### src/sv/scb_pkg.sv
// Package for the scaled, clipped blit address generator: widths, codes,
// payload structs and controller/datapath command and status types. No dependencies.
`timescale 1ns / 1ps
`default_nettype none

package scb_pkg;

   localparam int COORD_BITS = 12;
   localparam int FRAC_BITS  = 16;
   localparam int SIZE_BITS  = COORD_BITS + 1;
   localparam int EXT_BITS   = COORD_BITS + 2;
   localparam int ACC_BITS   = COORD_BITS + FRAC_BITS;
   localparam int DIV_BITS   = SIZE_BITS + FRAC_BITS;
   localparam int PROD_BITS  = COORD_BITS + ACC_BITS;

   localparam int CSR_INDEX_BITS = 2;
   localparam int CSR_DATA_BITS  = SIZE_BITS;

   // Item command codes
   localparam logic CMD_START = 1'b0;
   localparam logic CMD_STEP  = 1'b1;

   // Configuration register indexes
   typedef enum logic [CSR_INDEX_BITS-1:0] {
      CSR_CLIP_LEFT   = 2'd0,
      CSR_CLIP_TOP    = 2'd1,
      CSR_CLIP_WIDTH  = 2'd2,
      CSR_CLIP_HEIGHT = 2'd3
   } csr_index_type;

   typedef struct packed {
      logic                 cmd;
      logic [COORD_BITS-1:0] dest_left;
      logic [COORD_BITS-1:0] dest_top;
      logic [SIZE_BITS-1:0]  dest_width;
      logic [SIZE_BITS-1:0]  dest_height;
      logic [SIZE_BITS-1:0]  source_width;
      logic [SIZE_BITS-1:0]  source_height;
   } req_type;

   typedef struct packed {
      logic [COORD_BITS-1:0] out_dest_x;
      logic [COORD_BITS-1:0] out_dest_y;
      logic [COORD_BITS-1:0] out_source_x;
      logic [COORD_BITS-1:0] out_source_y;
      logic                  last_pixel;
   } rsp_type;

   typedef enum logic [3:0] {
      ST_IDLE,
      ST_RUN,
      ST_DIVX_GO,
      ST_DIVX_WAIT,
      ST_DIVY_GO,
      ST_DIVY_WAIT,
      ST_OFS_X,
      ST_OFS_Y,
      ST_SETUP
   } state_type;

   // Controller to datapath
   typedef struct packed {
      logic load;
      logic div_start;
      logic div_sel_y;
      logic cap_step_x;
      logic cap_step_y;
      logic ofs_x;
      logic ofs_y;
      logic setup;
      logic advance;
   } dp_cmd_type;

   // Datapath to controller
   typedef struct packed {
      logic div_done;
      logic run_ok;
      logic step_last;
      logic out_free;
   } dp_status_type;

endpackage

`default_nettype wire

### src/sv/scb_div.sv
// Restoring divider, one quotient bit per cycle: ({num, FRAC zeros}) / den.
// Depends on scb_pkg.
`timescale 1ns / 1ps
`default_nettype none

module scb_div
   import scb_pkg::*;
(
   input  wire logic                 clock,
   input  wire logic                 reset,
   input  wire logic                 start,
   input  wire logic [SIZE_BITS-1:0] num,
   input  wire logic [SIZE_BITS-1:0] den,
   output logic                      done,
   output logic [ACC_BITS-1:0]       quot
);

   localparam int CNT_BITS = $clog2(DIV_BITS + 1);

   logic                 busy_ff, busy_in;
   logic                 done_ff, done_in;
   logic [CNT_BITS-1:0]  cnt_ff, cnt_in;
   logic [SIZE_BITS-1:0] rem_ff, rem_in;
   logic [SIZE_BITS-1:0] den_ff, den_in;
   logic [DIV_BITS-1:0]  quo_ff, quo_in;
   logic [SIZE_BITS:0]   trial;
   logic                 fits;

   // One trial subtraction per cycle
   always_comb begin
      trial   = {rem_ff, quo_ff[DIV_BITS-1]};
      fits    = trial >= {1'b0, den_ff};
      busy_in = busy_ff;
      done_in = 1'b0;
      cnt_in  = cnt_ff;
      rem_in  = rem_ff;
      den_in  = den_ff;
      quo_in  = quo_ff;
      if (start) begin
         busy_in = 1'b1;
         cnt_in  = CNT_BITS'(DIV_BITS);
         rem_in  = '0;
         den_in  = den;
         quo_in  = {num, {FRAC_BITS{1'b0}}};
      end else if (busy_ff) begin
         rem_in = fits ? SIZE_BITS'(trial - {1'b0, den_ff}) : trial[SIZE_BITS-1:0];
         quo_in = {quo_ff[DIV_BITS-2:0], fits};
         cnt_in = cnt_ff - CNT_BITS'(1);
         if (cnt_ff == CNT_BITS'(1)) begin
            busy_in = 1'b0;
            done_in = 1'b1;
         end
      end
   end

   always_ff @(posedge clock) begin
      if (reset) begin
         busy_ff <= 1'b0;
         done_ff <= 1'b0;
         cnt_ff  <= '0;
      end else begin
         busy_ff <= busy_in;
         done_ff <= done_in;
         cnt_ff  <= cnt_in;
      end
      rem_ff <= rem_in;
      den_ff <= den_in;
      quo_ff <= quo_in;
   end

   assign done = done_ff;
   assign quot = quo_ff[ACC_BITS-1:0];

endmodule

`default_nettype wire

### src/sv/scb_ctrl.sv
// Controller: sequences start set-up (divides, clip offsets) and pixel stepping.
// Depends on scb_pkg.
`timescale 1ns / 1ps
`default_nettype none

module scb_ctrl
   import scb_pkg::*;
(
   input  wire logic          clock,
   input  wire logic          reset,
   input  wire logic          req_valid,
   input  wire logic          req_cmd,
   output logic               req_stall,
   input  wire dp_status_type status,
   output dp_cmd_type         cmd
);

   state_type state_ff, state_in;
   logic      can_take;
   logic      take;

   always_ff @(posedge clock) begin
      if (reset) begin
         state_ff <= ST_IDLE;
      end else begin
         state_ff <= state_in;
      end
   end

   // Next state and datapath commands
   always_comb begin
      can_take  = ((state_ff == ST_IDLE) || (state_ff == ST_RUN)) && status.out_free;
      take      = req_valid && can_take;
      req_stall = !can_take;
      cmd       = '0;
      state_in  = state_ff;
      unique case (state_ff)
         ST_IDLE: begin
            // drop step items while no blit runs
            if (take && (req_cmd == CMD_START)) begin
               cmd.load = 1'b1;
               state_in = ST_DIVX_GO;
            end
         end
         ST_RUN: begin
            if (take) begin
               if (req_cmd == CMD_START) begin
                  cmd.load = 1'b1;
                  state_in = ST_DIVX_GO;
               end else begin
                  cmd.advance = 1'b1;
                  if (status.step_last) begin
                     state_in = ST_IDLE;
                  end
               end
            end
         end
         ST_DIVX_GO: begin
            cmd.div_start = 1'b1;
            state_in      = ST_DIVX_WAIT;
         end
         ST_DIVX_WAIT: begin
            if (status.div_done) begin
               cmd.cap_step_x = 1'b1;
               state_in       = ST_DIVY_GO;
            end
         end
         ST_DIVY_GO: begin
            cmd.div_start = 1'b1;
            cmd.div_sel_y = 1'b1;
            state_in      = ST_DIVY_WAIT;
         end
         ST_DIVY_WAIT: begin
            cmd.div_sel_y = 1'b1;
            if (status.div_done) begin
               cmd.cap_step_y = 1'b1;
               state_in       = ST_OFS_X;
            end
         end
         ST_OFS_X: begin
            cmd.ofs_x = 1'b1;
            state_in  = ST_OFS_Y;
         end
         ST_OFS_Y: begin
            cmd.ofs_y = 1'b1;
            state_in  = ST_SETUP;
         end
         ST_SETUP: begin
            cmd.setup = 1'b1;
            state_in  = status.run_ok ? ST_RUN : ST_IDLE;
         end
         default: begin
            state_in = ST_IDLE;
         end
      endcase
   end

endmodule

`default_nettype wire

### src/sv/scb_dpath.sv
// Datapath: clip registers, start latch, step divider, offset multiplier,
// cursors, accumulators and the result register. Depends on scb_pkg and scb_div.
`timescale 1ns / 1ps
`default_nettype none

module scb_dpath
   import scb_pkg::*;
(
   input  wire logic                      clock,
   input  wire logic                      reset,
   input  wire req_type                   req_data,
   input  wire logic                      csr_wr_en,
   input  wire logic [CSR_INDEX_BITS-1:0] csr_index,
   input  wire logic [CSR_DATA_BITS-1:0]  csr_wdata,
   input  wire logic                      rsp_stall,
   output logic                           rsp_valid,
   output rsp_type                        rsp_data,
   input  wire dp_cmd_type                cmd,
   output dp_status_type                  status
);

   // Configuration registers
   logic [COORD_BITS-1:0] clip_left_ff, clip_top_ff;
   logic [SIZE_BITS-1:0]  clip_width_ff, clip_height_ff;

   // Start snapshot
   logic [COORD_BITS-1:0] dl_ff, dt_ff, cl_ff, ct_ff;
   logic [SIZE_BITS-1:0]  dw_ff, dh_ff, sw_ff, sh_ff, cw_ff, ch_ff;

   // Blit state
   logic [ACC_BITS-1:0]   step_x_ff, step_y_ff, sx_ff, sy_ff;
   logic [SIZE_BITS-1:0]  cursor_x_ff, cursor_y_ff, row_first_x_ff;
   logic [SIZE_BITS-1:0]  row_end_x_ff, column_end_y_ff;
   logic [ACC_BITS-1:0]   row_src_x_ff, src_x_acc_ff, src_y_acc_ff;

   logic                  rsp_valid_ff, rsp_valid_in;
   rsp_type               rsp_data_ff;

   // Divider operands
   logic [SIZE_BITS-1:0]  div_src, div_dst, div_num, div_den;
   logic                  div_done;
   logic [ACC_BITS-1:0]   div_quot;

   // Offset multiply
   logic [COORD_BITS-1:0] ofs_dx, ofs_dy, mul_a;
   logic [ACC_BITS-1:0]   mul_b;
   logic [PROD_BITS-1:0]  product;

   // Clipped rectangle
   logic [COORD_BITS-1:0] xs, ys;
   logic [EXT_BITS-1:0]   xe_raw, ye_raw, cr, cb, xe, ye;

   // Stepping
   logic [SIZE_BITS-1:0]  nx, ny;
   logic                  row_done, blit_done;

   // Write configuration registers
   always_ff @(posedge clock) begin
      if (reset) begin
         clip_left_ff   <= '0;
         clip_top_ff    <= '0;
         clip_width_ff  <= SIZE_BITS'(1 << COORD_BITS);
         clip_height_ff <= SIZE_BITS'(1 << COORD_BITS);
      end else if (csr_wr_en) begin
         unique case (csr_index_type'(csr_index))
            CSR_CLIP_LEFT:   clip_left_ff   <= csr_wdata[COORD_BITS-1:0];
            CSR_CLIP_TOP:    clip_top_ff    <= csr_wdata[COORD_BITS-1:0];
            CSR_CLIP_WIDTH:  clip_width_ff  <= csr_wdata;
            CSR_CLIP_HEIGHT: clip_height_ff <= csr_wdata;
            default: ;
         endcase
      end
   end

   // Select divide axis; source size zero counts as one
   always_comb begin
      div_src = cmd.div_sel_y ? sh_ff : sw_ff;
      div_dst = cmd.div_sel_y ? dh_ff : dw_ff;
      div_num = (div_src == '0) ? '0 : div_src - SIZE_BITS'(1);
      div_den = div_dst - SIZE_BITS'(1);
   end

   scb_div u_div (
      .clock (clock),
      .reset (reset),
      .start (cmd.div_start),
      .num   (div_num),
      .den   (div_den),
      .done  (div_done),
      .quot  (div_quot)
   );

   // Clip offsets and the shared multiplier
   always_comb begin
      ofs_dx  = (cl_ff > dl_ff) ? cl_ff - dl_ff : '0;
      ofs_dy  = (ct_ff > dt_ff) ? ct_ff - dt_ff : '0;
      mul_a   = cmd.ofs_y ? ofs_dy : ofs_dx;
      mul_b   = cmd.ofs_y ? step_y_ff : step_x_ff;
      product = PROD_BITS'(mul_a) * PROD_BITS'(mul_b);
   end

   // Clip the rectangle against the snapshot window
   always_comb begin
      xs     = (cl_ff > dl_ff) ? cl_ff : dl_ff;
      ys     = (ct_ff > dt_ff) ? ct_ff : dt_ff;
      xe_raw = EXT_BITS'(dl_ff) + EXT_BITS'(dw_ff);
      ye_raw = EXT_BITS'(dt_ff) + EXT_BITS'(dh_ff);
      cr     = EXT_BITS'(cl_ff) + EXT_BITS'(cw_ff);
      cb     = EXT_BITS'(ct_ff) + EXT_BITS'(ch_ff);
      xe     = (xe_raw > cr) ? cr : xe_raw;
      ye     = (ye_raw > cb) ? cb : ye_raw;
   end

   // Row and blit end detection
   always_comb begin
      nx        = cursor_x_ff + SIZE_BITS'(1);
      ny        = cursor_y_ff + SIZE_BITS'(1);
      row_done  = (nx == row_end_x_ff);
      blit_done = row_done && (ny == column_end_y_ff);
   end

   // Snapshot, set-up and stepping registers
   always_ff @(posedge clock) begin
      if (cmd.load) begin
         dl_ff <= req_data.dest_left;
         dt_ff <= req_data.dest_top;
         dw_ff <= req_data.dest_width;
         dh_ff <= req_data.dest_height;
         sw_ff <= req_data.source_width;
         sh_ff <= req_data.source_height;
         cl_ff <= clip_left_ff;
         ct_ff <= clip_top_ff;
         cw_ff <= clip_width_ff;
         ch_ff <= clip_height_ff;
      end
      if (cmd.cap_step_x) begin
         step_x_ff <= (dw_ff <= SIZE_BITS'(1)) ? '0 : div_quot;
      end
      if (cmd.cap_step_y) begin
         step_y_ff <= (dh_ff <= SIZE_BITS'(1)) ? '0 : div_quot;
      end
      if (cmd.ofs_x) begin
         sx_ff <= product[ACC_BITS-1:0];
      end
      if (cmd.ofs_y) begin
         sy_ff <= product[ACC_BITS-1:0];
      end
      if (cmd.setup) begin
         row_first_x_ff  <= SIZE_BITS'(xs);
         row_end_x_ff    <= xe[SIZE_BITS-1:0];
         column_end_y_ff <= ye[SIZE_BITS-1:0];
         cursor_x_ff     <= SIZE_BITS'(xs);
         cursor_y_ff     <= SIZE_BITS'(ys);
         row_src_x_ff    <= sx_ff;
         src_x_acc_ff    <= sx_ff;
         src_y_acc_ff    <= sy_ff;
      end else if (cmd.advance) begin
         if (row_done) begin
            if (!blit_done) begin
               cursor_y_ff  <= ny;
               cursor_x_ff  <= row_first_x_ff;
               src_x_acc_ff <= row_src_x_ff;
               src_y_acc_ff <= src_y_acc_ff + step_y_ff;
            end
         end else begin
            cursor_x_ff  <= nx;
            src_x_acc_ff <= src_x_acc_ff + step_x_ff;
         end
      end
   end

   // Result register: load on a step, hold while stalled
   always_comb begin
      rsp_valid_in = rsp_valid_ff;
      if (cmd.advance) begin
         rsp_valid_in = 1'b1;
      end else if (!rsp_stall) begin
         rsp_valid_in = 1'b0;
      end
   end

   always_ff @(posedge clock) begin
      if (reset) begin
         rsp_valid_ff <= 1'b0;
      end else begin
         rsp_valid_ff <= rsp_valid_in;
      end
      if (cmd.advance) begin
         rsp_data_ff.out_dest_x   <= cursor_x_ff[COORD_BITS-1:0];
         rsp_data_ff.out_dest_y   <= cursor_y_ff[COORD_BITS-1:0];
         rsp_data_ff.out_source_x <= src_x_acc_ff[ACC_BITS-1:FRAC_BITS];
         rsp_data_ff.out_source_y <= src_y_acc_ff[ACC_BITS-1:FRAC_BITS];
         rsp_data_ff.last_pixel   <= blit_done;
      end
   end

   always_comb begin
      status.div_done  = div_done;
      status.run_ok    = (EXT_BITS'(xs) < xe) && (EXT_BITS'(ys) < ye);
      status.step_last = blit_done;
      status.out_free  = !rsp_valid_ff || !rsp_stall;
   end

   assign rsp_valid = rsp_valid_ff;
   assign rsp_data  = rsp_data_ff;

endmodule

`default_nettype wire

### src/sv/scaled_clipped_blit_address_gen_unit.sv
// Top level of the scaled, clipped blit address generator.
// Depends on scb_pkg, scb_ctrl and scb_dpath.
//
//   port group  direction  payload    handshake
//   req_        in         req_type   req_valid / req_stall
//   rsp_        out        rsp_type   rsp_valid / rsp_stall
//   csr_        in         13-bit     csr_wr_en, csr_index (no wait)
//
// Step items follow back to back while results drain. A start item stalls req_
// until its set-up is done: the x and y divides (launch, 29 quotient bits, capture),
// the x and y offset multiplies and the set-up step.
// Reset is synchronous: the clip window returns to 0,0,4096,4096 and no blit runs.
// A stalled result is held in the output register; one more step is taken
// while it waits only if it is being taken in the same cycle.
`timescale 1ns / 1ps
`default_nettype none

module scaled_clipped_blit_address_gen_unit
   import scb_pkg::*;
(
   input  wire logic                      clock,
   input  wire logic                      reset,
   input  wire logic                      req_valid,
   output logic                           req_stall,
   input  wire req_type                   req_data,
   output logic                           rsp_valid,
   input  wire logic                      rsp_stall,
   output rsp_type                        rsp_data,
   input  wire logic                      csr_wr_en,
   input  wire logic [CSR_INDEX_BITS-1:0] csr_index,
   input  wire logic [CSR_DATA_BITS-1:0]  csr_wdata
);

   dp_cmd_type    dp_cmd;
   dp_status_type dp_status;

   scb_ctrl u_ctrl (
      .clock     (clock),
      .reset     (reset),
      .req_valid (req_valid),
      .req_cmd   (req_data.cmd),
      .req_stall (req_stall),
      .status    (dp_status),
      .cmd       (dp_cmd)
   );

   scb_dpath u_dpath (
      .clock     (clock),
      .reset     (reset),
      .req_data  (req_data),
      .csr_wr_en (csr_wr_en),
      .csr_index (csr_index),
      .csr_wdata (csr_wdata),
      .rsp_stall (rsp_stall),
      .rsp_valid (rsp_valid),
      .rsp_data  (rsp_data),
      .cmd       (dp_cmd),
      .status    (dp_status)
   );

endmodule

`default_nettype wire

### config.mk
export PLATFORM = sky130hd
export DESIGN_NAME = scaled_clipped_blit_address_gen_unit
export DESIGN_NICKNAME = d
export VERILOG_FILES = /design/src/sv/scb_pkg.sv /design/src/sv/scb_div.sv /design/src/sv/scb_ctrl.sv /design/src/sv/scb_dpath.sv /design/src/sv/scaled_clipped_blit_address_gen_unit.sv
export SDC_FILE = /design/constraint.sdc
export NUM_CORES = 2
export LEC_CHECK = 0
export ABC_AREA = 1
export CAP_MARGIN = 20
export CORE_UTILIZATION = 55
export CTS_BUF_LIST = sky130_fd_sc_hd__clkbuf_16
export DETAILED_ROUTE_END_ITERATION = 7
export DONT_BUFFER_PORTS = 1
export GPL_TIMING_DRIVEN = 0
export PLACE_DENSITY = 0.81
export SLEW_MARGIN = 0
export SYNTH_ARGS = -nofsm -noshare
export SYNTH_HDL_FRONTEND = slang
export SYNTH_SLANG_ARGS = --single-unit
### constraint.sdc
create_clock -name clock -period 13.2 [get_ports clock]
set_input_delay 2.64 -clock clock [delete_from_list [all_inputs] [get_ports clock]]
set_output_delay 2.64 -clock clock [all_outputs]
set_load 0.01 [all_outputs]
Word-level counts from Yosys, hierarchy flattened
Cells that the tools add are included.
{ "word_totals": {"wordCells": 183, "register_bits": 552, "out_inout_bits": 51} }
{ "classes": {"mul": 1, "eq_ne": 23, "n_lt_le_gt_ge": 9, "n_reduce_logical": 29, "bitwise_logic": 3, "add_sub_neg": 14, "mux": 61} }
{ "op_table": {"columns": ["cell", "n"], "rows": [
  ["2-to-1 mux 28 bit", 9],
  ["2-to-1 mux 12 bit", 11],
  ["2-to-1 mux 13 bit", 6],
  ["2-to-1 mux 29 bit", 2],
  ["adder 12 x 13 -> 14 bit", 4],
  ["adder 28 bit", 2],
  ["one-hot mux 4 bit (9 select lines)", 1],
  ["> comparator 14 bit", 2],
  ["less-than comparator 12 x 14 -> 1 bit", 2],
  ["multiplier 12 x 28 -> 28 bit", 1],
  ["2-to-1 mux 14 bit", 2],
  ["adder 13 x 1 -> 13 bit (second input constant)", 2],
  ["== test 13 bit", 2],
  ["less-or-equal comparator 13 x 1 -> 1 bit (second input constant)", 2],
  ["subtractor 13 x 1 -> 13 bit (second input constant)", 2],
  ["> comparator 12 bit", 2],
  ["2-to-1 mux 4 bit", 6],
  ["subtractor 12 bit", 2],
  ["2-to-1 mux 1 bit", 21],
  ["== test 4 x 3 -> 1 bit (second input constant)", 4],
  ["greater-or-equal comparator 14 x 13 -> 1 bit", 1],
  ["logical NOT 13 bit", 1],
  ["subtractor 13 bit", 1],
  ["AND reduction 2 bit", 6],
  ["24 further kinds", 46]
]} }

Logic depth before layout (Yosys ltp)
{ "logic_depth": {"word_depth": 8, "mapped_depth": 47} }

Modules after synthesis
A second synthesis with hierarchy kept.
{ "unflattened": {"cells_unflattened": 4453, "area_unflattened_um2": 38997.4} }
{ "modules_own_cells": {"columns": ["mod", "cells_per_inst", "n_inst", "area_each_um2"], "rows": [
  ["scb_dpath", 3954, 1, 35106.2],
  ["scb_div", 430, 1, 3507.1],
  ["scb_ctrl", 69, 1, 384.1]
]} }

Least setup slack after synthesis
OpenSTA, ideal clock, no wires.
{ "synth_timing": {"path_type": "input to register", "start": "in rsp_stall", "end": "reg u_ctrl.state_ff[1]", "setup_slack_ps": 4420, "n_path_buf": 0, "t_arrival_ps": 8721, "setup_time_ps": 59, "cell_stages": 8, "path_cell_list": "nand2_1 -> nand4_1 -> nor2_1 -> nor4_1 -> nor3_1 -> nand2_1 -> o22ai_1 -> and2_1"} }
{ "synth_between": {"elab_chain_cells": 7, "elab_cells_between_ends": 8, "classes_between": "eq/ne: 2; reduce/logical: 6"} }
{ "synth_rtl": {"columns": ["item", "line_no", "source"], "rows": [
  ["from (decl)", "scaled_clipped_blit_address_gen_unit.sv:27", "input wire logic rsp_stall,"],
  ["logical NOT 1 bit (*)", null, null],
  ["logical OR 1 bit (*)", "scb_dpath.sv:201", "status.out_free = !rsp_valid_ff || !rsp_stall;"],
  ["logical AND 1 bit (*)", "scb_ctrl.sv:32", "can_take = ((state_ff == ST_IDLE) || (state_ff == ST_RUN)) && status.out_free;"],
  ["logical AND 1 bit (*)", "scb_ctrl.sv:33", "take = req_valid && can_take;"],
  ["logical AND 1 bit", "scb_ctrl.sv:40", "if (take && (req_cmd == CMD_START)) begin"],
  ["!= test 2 bit (no line)", null, null],
  ["AND reduction 5 bit (no line) (*)", null, null],
  ["to (signal assigned)", "scb_ctrl.sv:26", "state_ff <= state_in;"],
  ["to (decl)", "scb_ctrl.sv:18", "state_type state_ff, state_in;"]
]} }
Every way passes the cells marked *; elsewhere a longest branch is shown, timed or not.
A chain may end at the register's enable or synchronous reset.

Worst setup path after layout
{ "layout_timing": {"start": "reg u_dpath.cl_ff[0]", "end": "reg u_dpath.sy_ff[27], data pin"} }
{ "layout_between": {"elab_chain_cells": 4, "elab_cells_between_ends": 5, "classes_between": "add/sub: 1; mul: 1; order compare: 1; mux: 2"} }
{ "layout_rtl": {"columns": ["item", "line_no", "source"], "rows": [
  ["from (decl)", "scb_dpath.sv:27", "logic [COORD_BITS-1:0] dl_ff, dt_ff, cl_ff, ct_ff;"],
  ["from (signal assigned)", "scb_dpath.sv:131", "cl_ff <= clip_left_ff;"],
  ["subtractor 12 bit / > comparator 12 bit (equally long branches)", "scb_dpath.sv:95", "ofs_dx = (cl_ff > dl_ff) ? cl_ff - dl_ff : '0;"],
  ["2-to-1 mux 12 bit (*)", "scb_dpath.sv:95", null],
  ["2-to-1 mux 12 bit (*)", "scb_dpath.sv:97", "mul_a = cmd.ofs_y ? ofs_dy : ofs_dx;"],
  ["multiplier 12 x 28 -> 28 bit (*)", "scb_dpath.sv:99", "product = PROD_BITS'(mul_a) * PROD_BITS'(mul_b);"],
  ["net u_dpath.product[27]", "scb_dpath.sv:47", "logic [PROD_BITS-1:0] product;"],
  ["to (signal assigned)", "scb_dpath.sv:146", "sy_ff <= product[ACC_BITS-1:0];"],
  ["to (decl)", "scb_dpath.sv:31", "logic [ACC_BITS-1:0] step_x_ff, step_y_ff, sx_ff, sy_ff;"]
]} }
The timed path passes the listed nets; every way through them passes the cells marked *.

==> Implementation_results.wiki <==
{| class="wikitable"
! Metric !! Value
|-
| Largest net degree at the start of global routing || 63
|-
| Clock sink count || between 500 and 600
|-
| Max Transition Viols Final || 0
|-
| Total Negative Setup Slacks || 0 ns
|-
| Clock latency on the worst-skew pair || 0.65 ns
|-
| Horiz. Die Dim || roughly 260 µm
|-
| Unrepaired setup endpoints after global routing || no
|-
| Kind of critical path || flip-flop to flip-flop
|-
| Endpoints failing setup || 0
|-
| Overall overflow remaining after global route || 0
|-
| Hold Fails Final Rpt || 0
|-
| Max Clock Skew || roughly 0.061 ns
|-
| Flip-flop and latch count after synthesis || 552
|-
| Count of distinct cell types in the synthesized netlist || 62
|-
| Kind of launch point of the worst setup path || flip-flop
|-
| Net count after synthesis || about 4800
|-
| Relative slew slack || 0.247
|-
| Peak fanout along the critical path || 10
|-
| Most used cell, CP || sky130_fd_sc_hd__nand2_1
|-
| Top-level I/O count || ~150
|-
| Total core area || 67500 µm²
|-
| Met1 Usage GRT || 0.403
|-
| M3 GR Usage || 0.0672
|-
| Quantity of gates resized following cts || 0
|-
| Slew of the pin with the lowest slew margin || 1.12 ns
|-
| Global-route wire length before repair || 162 mm
|-
| Die height || 264 µm
|-
| Worst hold path type || flip-flop to flip-flop
|-
| Routed Antenna Nets || 0
|-
| TritonRoute pass-1 iters || 8
|-
| Count of non-filler cells in the finished layout || 5254
|-
| Stage delay of the slowest cell on the critical path || 0.56 ns
|-
| Max frequency || 0.111 GHz
|-
| Maximum VDD drop || 0.374 mV
|-
| Outcome || finished, final reports clean
|-
| Most area-consuming cells after synthesis || sky130_fd_sc_hd__edfxtp_1, sky130_fd_sc_hd__fa_1, sky130_fd_sc_hd__nand2_1, sky130_fd_sc_hd__ha_1, sky130_fd_sc_hd__inv_1
|-
| Library cell used as clock root buffer || sky130_fd_sc_hd__clkbuf_16
|-
| Overall fraction of global-route tracks in use || 0.303
|-
| Worst EP required || 13.53 ns
|-
| CTS clock-pin slew for the worst setup and hold paths || 0.07 ns
|-
| Arrival time reported for the critical path endpoint || around 9.4 ns
|-
| Most used routing layer || met2
|-
| Number of enable-type register cells in the synthesized netlist || 459
|-
| Power per standard cell area || 223 nW/µm²
|-
| Post-layout instance area || ~41000 µm²
|-
| Half-perimeter wire length after placement || 83.5 mm
|-
| Deepest clock path buffer count || 3
|-
| Layout overhead on the synthesized area || 8.92%
|-
| Ratio of cells with drive above 1 in the final layout || 0.0524
|-
| Slowest cell on the critical path || sky130_fd_sc_hd__fa_1
|-
| Placed standard-cell area || 39200 µm²
|-
| Vias post-DR || 30187
|-
| Clock buffer count from CTS || between 50 and 60
|-
| Die Outline Area || 69800 µm²
|-
| Crit. End Element || flip-flop
|-
| Met2 GRT Util || 0.479
|-
| Count of warnings emitted by yosys || 0
|-
| Mean cell area of the mapped netlist || between 8 and 9 µm²
|-
| Cell area after synthesis || 37800 µm²
|-
| Antenna violations before repair || 6
|-
| Initial core utilization || 0.560
|-
| Placed cell count || roughly 5000
|-
| Final worst hold slack || 0.400 ns
|-
| Area fraction of the dominant cell type after synthesis || 0.365
|-
| Cell row count || 95
|-
| Via count of the first global-routing pass || 29570
|-
| Library cell with the largest summed area after synthesis || sky130_fd_sc_hd__edfxtp_1
|-
| Share of flip-flops with an asynchronous set or reset || 0
|-
| Post-synthesis sequential area ratio || 0.414
|-
| Number of port buffers || 0
|-
| Hold-fix buffers, CTS || 0
|-
| Fraction of the cycle the final worst path needs || 0.684
|-
| Total detailed-routing wirelength || 106 mm
|-
| Most common library cell in the layout ignoring fill and taps || sky130_fd_sc_hd__nand2_1
|-
| Most frequent cells in the layout || sky130_fd_sc_hd__nand2_1, sky130_fd_sc_hd__inv_1, sky130_fd_sc_hd__edfxtp_1, sky130_fd_sc_hd__nor2_1, sky130_fd_sc_hd__o21ai_0
|-
| Vias per std cell || 5.75
|-
| Mapped Cells || 4252
|-
| Total setup buffers inserted after CTS || 0
|-
| Wire per inst || 20.1 µm
|-
| Number of levels the H-tree was split into || 2
|-
| Last weighted congestion value of the routability-driven placer || between 1 and 1.5
|-
| Initial drt markers || 3265
|-
| Maxcap violations || 0
|-
| Design Power || around 9 mW
|-
| Leakage || 18.3 nW
|-
| Clock tree from TritonCTS || done
|-
| Most used flip-flop cell after synthesis || sky130_fd_sc_hd__edfxtp_1
|-
| Number of nets in the layout || 4870
|-
| DRC violations left || 0
|-
| Clock period minus final worst setup slack || 9.03 ns
|}
[registers in the layout, indices dropped and copies added (netlist names), 28 cells and up]
name                  cells
u_dpath.row_src_x_ff     28
u_dpath.u_div.quo_ff     29
u_dpath.src_x_acc_ff     28
u_dpath.rsp_data         49
u_dpath.step_y_ff        28
u_dpath.src_y_acc_ff     28
u_dpath.sy_ff            28
u_dpath.sx_ff            28
u_dpath.step_x_ff        28
[per-layer routing]
layer	routed length [µm]	part of all wire
met1	42800	0.40
met2	47500	0.45
met4	4240	0.040
met5	0	0
met3	11000	0.10
[critical path: cells and delay by family (launching register included)]
kind,cells,cell delay [ns]
XOR/XNOR,1,0.21
flip-flops,1,0.47
adder cells (fa/ha/maj),8,3.57
AND/OR/NAND/NOR,17,2.20
AO/OA/AOI/OAI,3,0.67
buffers and inverters,10,1.57
[through the flow]
stage	util	setup WS [ns]
floorplan	-	4.42
global placement	0.576	2.11
detailed placement	0.580	4.47
CTS	0.609	4.41
global route	0.610	3.74
finish	0.610	4.17
[cell usage after synthesis, types with 18 or more instances]
master and number:
sky130_fd_sc_hd__nand2_1 956, sky130_fd_sc_hd__inv_1 683, sky130_fd_sc_hd__edfxtp_1 459, sky130_fd_sc_hd__nor2_1 371
sky130_fd_sc_hd__o21ai_0 269, sky130_fd_sc_hd__ha_1 240, sky130_fd_sc_hd__a21oi_1 220, sky130_fd_sc_hd__fa_1 208
sky130_fd_sc_hd__nand3_1 138, sky130_fd_sc_hd__xor2_1 117, sky130_fd_sc_hd__dfxtp_1 93, sky130_fd_sc_hd__clkbuf_1 66
sky130_fd_sc_hd__xnor2_1 56, sky130_fd_sc_hd__nor3_1 36, sky130_fd_sc_hd__or2_2 36, sky130_fd_sc_hd__nand4_1 34
sky130_fd_sc_hd__o22ai_1 30, sky130_fd_sc_hd__o21ai_1 25, sky130_fd_sc_hd__a21o_1 18
[worst paths after layout]
path | endpoint | depth (start not counted) | start | slack (ns)
setup / recovery | u_dpath.sy_ff[27] | 39 | u_dpath.cl_ff[0] | 4.17
hold / removal | u_dpath.cl_ff[8] | 0 | u_dpath.clip_left_ff[8] | 0.40
setup reg to reg | u_dpath.sy_ff[27] | 39 | u_dpath.cl_ff[0] | 4.17
hold reg to reg | u_dpath.cl_ff[8] | 0 | u_dpath.clip_left_ff[8] | 0.40
[layout make-up]
cell class              instances  area, µm²
fillers                      5563      26400
multi-input cells            2907      19100
flip-flops and latches        552      15600
inverters                     700       2630
clock buffers                  56       1400
well taps                     873       1090
clock inverters                50        562
plain buffers                  93        407
repair buffers                 15        254
diodes                          8       20.0
[cells by family after synthesis]
group,after synthesis,share of synthesized area
DFF,552,0.414
adders and majority gates,448,0.190
muxes,10,0.00268
xor gates and xnor gates,174,0.0405
buffers and inverters,793,0.0802
and+or+nand+nor,1630,0.179
AOI/OAI and AO/OA,645,0.0940
[where the power goes]
group	leakage [nW]	internal, mW	switching (mW)
Sequential	4.96	2.39	0.110
Combinational	12.4	1.58	3.40
Clock	0.960	0.964	0.729
Power figures use the tool's default switching activity.
